==> src/design/gtbp_pkg.sv <==
// ----------------------------------------------------------------------------
// gtbp_pkg
// Shared types, constants and helpers of the gshare/tournament predictor.
// ----------------------------------------------------------------------------
package gtbp_pkg;

    // default table geometry
    localparam int MAX_GLOBAL_BITS_DEF   = 13;
    localparam int MAX_LOCAL_BITS_DEF    = 11;
    localparam int MAX_PC_INDEX_BITS_DEF = 11;

    // stream payload
    localparam int PC_W       = 32;
    localparam int S_TDATA_W  = 40;
    localparam int M_TDATA_W  = 8;

    // configuration port
    localparam int CFG_ADDR_W  = 4;
    localparam int CFG_DATA_W  = 32;
    localparam int CFG_FIELD_W = 4;
    localparam int MODE_W      = 2;
    localparam int MASK_W      = 16;

    localparam logic [1:0] REG_MODE = 2'd0;
    localparam logic [1:0] REG_GHB  = 2'd1;
    localparam logic [1:0] REG_LHB  = 2'd2;
    localparam logic [1:0] REG_PIB  = 2'd3;

    localparam logic [MODE_W-1:0] MODE_STATIC = 2'd0;
    localparam logic [MODE_W-1:0] MODE_GSHARE = 2'd1;
    localparam logic [MODE_W-1:0] MODE_TOURN  = 2'd2;

    localparam logic [MODE_W-1:0]      MODE_RST = MODE_GSHARE;
    localparam logic [CFG_FIELD_W-1:0] GHB_RST  = 4'd13;
    localparam logic [CFG_FIELD_W-1:0] LHB_RST  = 4'd10;
    localparam logic [CFG_FIELD_W-1:0] PIB_RST  = 4'd10;

    // two-bit saturating counters
    localparam int         CTR_W          = 2;
    localparam logic [1:0] CTR_MIN        = 2'd0;
    localparam logic [1:0] CTR_WEAK_TAKEN = 2'd2;
    localparam logic [1:0] CTR_MAX        = 2'd3;

    typedef struct packed {
        logic [MODE_W-1:0] mode;
        logic [MASK_W-1:0] gmask;
        logic [MASK_W-1:0] lmask;
        logic [MASK_W-1:0] pmask;
    } cfg_t;

    // low-bit mask for a bit count, clamped to 1..max_bits
    function automatic logic [MASK_W-1:0] eff_mask(input logic [CFG_FIELD_W-1:0] v,
                                                   input int max_bits);
        logic [4:0]      n;
        logic [MASK_W:0] m;
        if (v == '0)
            n = 5'd1;
        else if (int'(v) > max_bits)
            n = 5'(max_bits);
        else
            n = 5'(v);
        m = ((MASK_W + 1)'(1) << n) - (MASK_W + 1)'(1);
        return m[MASK_W-1:0];
    endfunction

    function automatic logic [CTR_W-1:0] bump(input logic [CTR_W-1:0] c, input logic up);
        if (up)
            return (c == CTR_MAX) ? CTR_MAX : c + 2'd1;
        else
            return (c == CTR_MIN) ? CTR_MIN : c - 2'd1;
    endfunction

endpackage

==> src/design/gtbp_cfg.sv <==
// ----------------------------------------------------------------------------
// gtbp_cfg
// Register file behind the APB port; hands out mode and clamped index masks.
// ----------------------------------------------------------------------------
module gtbp_cfg #(
    parameter int MAX_GLOBAL_BITS   = gtbp_pkg::MAX_GLOBAL_BITS_DEF,
    parameter int MAX_LOCAL_BITS    = gtbp_pkg::MAX_LOCAL_BITS_DEF,
    parameter int MAX_PC_INDEX_BITS = gtbp_pkg::MAX_PC_INDEX_BITS_DEF
) (
    input  logic                            clk,
    input  logic                            rst_n,
    input  logic                            psel,
    input  logic                            penable,
    input  logic                            pwrite,
    input  logic [gtbp_pkg::CFG_ADDR_W-1:0] paddr,
    input  logic [gtbp_pkg::CFG_DATA_W-1:0] pwdata,
    output logic [gtbp_pkg::CFG_DATA_W-1:0] prdata,
    output logic                            pready,
    output gtbp_pkg::cfg_t                  cfg
);

    logic [gtbp_pkg::MODE_W-1:0]      mode_reg, mode_next;
    logic [gtbp_pkg::CFG_FIELD_W-1:0] ghb_reg, ghb_next;
    logic [gtbp_pkg::CFG_FIELD_W-1:0] lhb_reg, lhb_next;
    logic [gtbp_pkg::CFG_FIELD_W-1:0] pib_reg, pib_next;
    logic                             wr_en;
    logic [1:0]                       reg_idx;

    assign pready  = 1'b1;
    assign wr_en   = psel && penable && pwrite && pready;
    assign reg_idx = paddr[3:2];

    always_comb
    begin
        mode_next = mode_reg;
        ghb_next  = ghb_reg;
        lhb_next  = lhb_reg;
        pib_next  = pib_reg;
        if (wr_en)
        begin
            unique case (reg_idx)
                gtbp_pkg::REG_MODE: mode_next = pwdata[gtbp_pkg::MODE_W-1:0];
                gtbp_pkg::REG_GHB:  ghb_next  = pwdata[gtbp_pkg::CFG_FIELD_W-1:0];
                gtbp_pkg::REG_LHB:  lhb_next  = pwdata[gtbp_pkg::CFG_FIELD_W-1:0];
                gtbp_pkg::REG_PIB:  pib_next  = pwdata[gtbp_pkg::CFG_FIELD_W-1:0];
            endcase
        end
    end

    always_ff @(posedge clk or negedge rst_n)
    begin
        if (!rst_n)
        begin
            mode_reg <= gtbp_pkg::MODE_RST;
            ghb_reg  <= gtbp_pkg::GHB_RST;
            lhb_reg  <= gtbp_pkg::LHB_RST;
            pib_reg  <= gtbp_pkg::PIB_RST;
        end
        else
        begin
            mode_reg <= mode_next;
            ghb_reg  <= ghb_next;
            lhb_reg  <= lhb_next;
            pib_reg  <= pib_next;
        end
    end

    always_comb
    begin
        unique case (reg_idx)
            gtbp_pkg::REG_MODE: prdata = gtbp_pkg::CFG_DATA_W'(mode_reg);
            gtbp_pkg::REG_GHB:  prdata = gtbp_pkg::CFG_DATA_W'(ghb_reg);
            gtbp_pkg::REG_LHB:  prdata = gtbp_pkg::CFG_DATA_W'(lhb_reg);
            gtbp_pkg::REG_PIB:  prdata = gtbp_pkg::CFG_DATA_W'(pib_reg);
        endcase
    end

    assign cfg.mode  = mode_reg;
    assign cfg.gmask = gtbp_pkg::eff_mask(ghb_reg, MAX_GLOBAL_BITS);
    assign cfg.lmask = gtbp_pkg::eff_mask(lhb_reg, MAX_LOCAL_BITS);
    assign cfg.pmask = gtbp_pkg::eff_mask(pib_reg, MAX_PC_INDEX_BITS);

endmodule
==> config.mk <==
export PLATFORM = sky130hd
export DESIGN_NAME = gtbp_cfg
export DESIGN_NICKNAME = d
export VERILOG_FILES = /design/src/design/gtbp_pkg.sv /design/src/design/gtbp_cfg.sv
export SDC_FILE = /design/constraint.sdc
export NUM_CORES = 1
export LEC_CHECK = 0
export ABC_CLOCK_PERIOD_IN_PS = 2000
export BUFFER_PORTS_ARGS = -buffer_cell sky130_fd_sc_hd__buf_2
export CAP_MARGIN = 20
export CORE_ASPECT_RATIO = 0.8
export CORE_MARGIN = 2
export CORE_UTILIZATION = 41
export DETAILED_ROUTE_END_ITERATION = 12
export PLACE_DENSITY_LB_ADDON = 0.05
export SETUP_SLACK_MARGIN = 0.15
export SLEW_MARGIN = 20
export SYNTH_ARGS = -nofsm -noshare
export SYNTH_HDL_FRONTEND = slang
export SYNTH_SLANG_ARGS = --single-unit
==> constraint.sdc <==
create_clock -name clk -period 2 [get_ports clk]
set_input_delay 0 -clock clk [delete_from_list [all_inputs] [get_ports clk]]
set_output_delay 0 -clock clk [all_outputs]
set_load 0.05 [all_outputs]
=== Yosys cells after proc, flatten, opt, wreduce, memory -nomap -nowiden ===
Index checks and enable logic that the tools add are counted.

* Bits in registers: 14
* Input bits: 41
* Output and inout bits: 83
* Logic and storage cells: 33

* Add/sub/neg operators: 3
* Order comparisons: 3
* Equality and inequality tests: 3
* Shift-type cells: 3
* Mux-type cells: 7
* Reduce and logical (&&, ||, !) cells: 10

{| class="wikitable"
|+ Operators by type and width
! kind !! number
|-
| 32-bit case mux with 4 select lines || 1
|-
| 1-bit by 4-bit left shift with 16-bit output, first input constant || 3
|-
| 16-bit by 2-bit subtractor with 16-bit output, second input constant || 3
|-
| 4-bit two-way mux || 6
|-
| 4-bit greater-than comparator, second input constant || 3
|-
| 4-bit logical NOT || 3
|-
| 2-bit AND reduction || 4
|-
| 2-bit equality test, second input constant || 2
|-
| 2-bit by 1-bit equality test with 1-bit output, second input constant || 1
|-
| 1-bit logical AND || 2
|-
| 2-bit logical NOT || 1
|}

=== Longest topological paths before layout ===
* Word-level depth: 5
* Mapped depth: 7
* Depth with buffers taken out: 5

=== Least setup slack after synthesis ===
No wires, ideal clock.

* Path type: register -> output
* Start point: register pib_reg[1] (netlist bit)
* End point: output port cfg[10] (netlist bit)
* Arrival time: 3.463 ns
* Data required time: 2.000 ns
* Slack: -1.463 ns
* Stages on the path, launching flop included: 7
* Buffers on the path: 1
* Cell sequence: dfstp_2 clkbuf_1 or3_1 ha_1 nor4b_1 a31oi_1 o21ai_0

{| class="wikitable"
|+ RTL lines
! what !! line !! text
|-
| from (decl) || gtbp_cfg.sv:25 || <nowiki>logic [gtbp_pkg::CFG_FIELD_W-1:0] pib_reg, pib_next;</nowiki>
|-
| from (signal assigned) || gtbp_cfg.sv:57 || <nowiki>pib_reg <= gtbp_pkg::PIB_RST;</nowiki>
|-
| from (signal assigned) || gtbp_cfg.sv:64 || <nowiki>pib_reg <= pib_next;</nowiki>
|-
| to (decl) || gtbp_cfg.sv:19 || <nowiki>output gtbp_pkg::cfg_t cfg</nowiki>
|}

==> flow_metrics.tcl <==
set metrics [dict create \
    ys.flop_type "dfstp_2" \
    p_per_area_mw_per_mm2 1319 \
    p_leak_nw 1.132 \
    rows 20 \
    hold_path.class "in2reg" \
    status "finished, final reports clean" \
    cp.depth 6 \
    finalSetupViolCount 0 \
    grt_pass1_wl_um 5892 \
    reg2reg_from "pib_reg[0]" \
    postSynthCellCount 199 \
    criticalPathCategory "reg2out" \
    synth_top_family_by_area "buffers and inverters" \
    antenna_found_initial 0 \
    post-route-period-util 0.9347 \
    finalWirelength_um 4092 \
    layout-drive-gt1-share 0.5748 \
    fillCellCount 354 \
    r2r_slack_ns 0.95 \
    drt_iter0_drc 73 \
    synth-edff-count 0 \
    met3WireLength_um 217 \
    async_flop_share 1.000 \
    synth_compound_area_frac 0.1266 \
    grt_setup_unrepaired "yes" \
    h-tree-depth 1 \
    path_buf_inv 1 \
    whs_ns 0.04054 \
    finalNetCount 299 \
    grt_pass1_vias 1281 \
    grt_usage 0.1659 \
    top_layer "met3" \
    dp_cells 295 \
    die_w_um 75.79 \
    cap_violations 0 \
    die_y_um 61.43 \
    cts_tree "built" \
    fin_worst_skew_ns 0 \
    wl_met2_um 2037 \
    die-area_sq_mm 0.004656 \
    clk_latency_ns 0.24 \
    multi_input_area_sq_mm 0.001425 \
    vias 1495 \
    area_growth_pct 43.30 \
    slowest_delay_ns 0.39 \
    cp-start-kind "register" \
    wl_per_cell_um 13.24 \
    hold_viol_final 0 \
    syn_area_per_cell_sq_um 8.494 \
    numClockSinks 14 \
    tightest_slew_ns 0.5653 \
    finalNonFillerCells 309 \
    gp_congestion 0.7571 \
    via_per_inst 4.838 \
    detail-route-antenna-nets 0 \
    reg2reg_depth 1 \
    initial_core_util 0.4358 \
    peakVddDrop_v 0.0006318 \
    netlist_area_sq_mm 0.001690 \
    diodes 0 \
    ys_ff_latch 14 \
    synthAdderAreaFrac 0.02221 \
    ctsLongestPathBuffers 2 \
    fin_area_sq_mm 0.002422 \
    critPathLaunch "ghb_reg[3]" \
    synthMuxAreaShare 0.1932 \
    clock.fmax_mhz 534.9 \
    synth-xor-area-share 0.01554 \
    hpwl_um 2886 \
    synth.distinct_cells 38 \
    setup_tns_ns 0 \
    wl_met1_um 1836 \
    synthSimpleGateAreaFrac 0.1614 \
    dpl_cell_area_sq_mm 0.002023 \
    synth_warnings 0 \
    drc 0 \
    max_slew_margin 0.6232 \
    clk_pin_slew_ns 0.05 \
    cts-root-buf "clkbuf_8" \
    crit_required_ns 2.00 \
    dp_slack_ns 0.1457 \
    worstPathMaxFanout 6 \
    r2r_end "pib_reg[0]" \
    period_needed_ns 1.869 \
    ios 124 \
    io_buffer_count 53 \
    grt_overflow 0 \
    crit_path_top_delay_cell "or3_4" \
    endpoint "cfg[42]" \
    drt-pass1-iter-count 4 \
    core-area_sq_mm 0.003879 \
    critPathTopFamily "simple AND/OR/NAND/NOR gates" \
    cp_data_arrival_time_ns 1.87 \
    slew_violations 0 \
    seqCellArea_sq_um 360.3 \
    ys_seq_area_frac 0.2132 \
    postLayoutSetupSlackWorst_ns 0.1306 \
    end_kind "output pin" \
    cp_cell_sequence "or3_4 > ha_4 > nor4b_4 > a31oi_1 > a22oi_2 > buf_6" \
    cts_inserted_buffers 3 \
    grt_start_max_net_pins 15 \
]
-- placed cells by master, fill, tap and decap left out, drive strengths merged, types with 2 or more instances in the layout --
| cell | count |
|---|---|
| dfstp | 8 |
| clkbuf | 6 |
| nand2b | 2 |
| a21oi | 6 |
| nor2 | 14 |
| xor2 | 3 |
| a31oi | 3 |
| o32ai | 2 |
| inv | 8 |
| dfrtp | 6 |
| mux2 | 19 |
| nand2 | 7 |
| o21ai | 12 |
| conb | 43 |
| mux4 | 2 |
| a22oi | 2 |
| o21bai | 2 |
| nor3b | 3 |
| nor3 | 6 |
| or2 | 3 |
| or3 | 4 |
| mux2i | 3 |
| buf | 68 |
| nor2b | 3 |
| nor4b | 5 |
| ha | 3 |
| a22o | 5 |
-- worst min-delay path by stage --
| stage | cells after the start | from | to |
|---|---|---|---|
| after floorplan | 0 | rst_n | ghb_reg[1] |
| after global placement | 1 | rst_n | lhb_reg[2] |
| after detailed placement | 1 | rst_n | mode_reg[1] |
| after CTS | 2 | pwdata[3] | lhb_reg[3] |
| after global routing | 2 | pwdata[2] | lhb_reg[2] |
| final | 2 | pwdata[2] | ghb_reg[2] |
-- Yosys cell counts (all sizes together) (3+ instances only) --
library cell	n	area [sq um]
mux2i	3	30.03
a21oi	6	30.03
or3	4	30.03
nor3b	3	22.52
clkbuf	13	48.80
or2	3	18.77
a31oi	3	18.77
dfrtp	6	150.1
inv	8	32.54
a22o	5	43.79
dfstp	8	210.2
nor2	14	52.55
nand2	7	26.28
o21ai	12	60.06
buf	48	364.1
nor2b	3	18.77
xor2	3	26.28
nor4b	5	43.79
nor3	6	30.03
ha	3	37.54
mux2	19	244.0
-- power by group --
part	leakage, nW	internal, mW	switching, mW
clock network	0.0228	0.141	0.0946
logic	0.951	0.813	1.67
registers	0.157	0.377	0.100
-- area by class of cell --
type / count / share of cell area
clock buffer: 4 / 0.01860
multi-input combinational: 157 / 0.5883
inverter: 8 / 0.01343
sequential: 14 / 0.1488
tap: 55 / 0.02841
timing repair buffer: 71 / 0.2025
-- logic make-up (layout without fill, tap and decap cells) --
family	Yosys count	count (layout)
other	2	43
multiplexers	24	24
flip-flops	14	14
XOR/XNOR	3	3
buffers and inverters	69	83
AND/OR/NAND/NOR	50	50
adder cells (fa/ha/maj)	3	3
AO/OA/AOI/OAI	34	34
-- metrics by stage --
step / util / total power [mW]
2_1_floorplan: - / 2.364
3_3_place_gp: 0.5216 / 2.567
3_5_place_dp: 0.5216 / 2.600
4_1_cts: 0.5845 / 3.031
5_1_grt: 0.6245 / 3.357
6_report: 0.6245 / 3.195
-- timing repair --
action	CTS	global route
pin swaps	3	8
hold endpoints to repair	14	0
gates resized for setup	35	35
buffers inserted	7	2
endpoints found under the setup margin	15	16
hold buffers	1	0
-- layer usage --
layer / GRT usage / vias up
li1: - / 712
met1: 0.2326 / 727
met2: 0.2746 / 56
met3: 0.03273 / 0
met4: 0.02005 / 0
met5: 0 / -
Note: power is estimated with default switching activity, not from simulation.
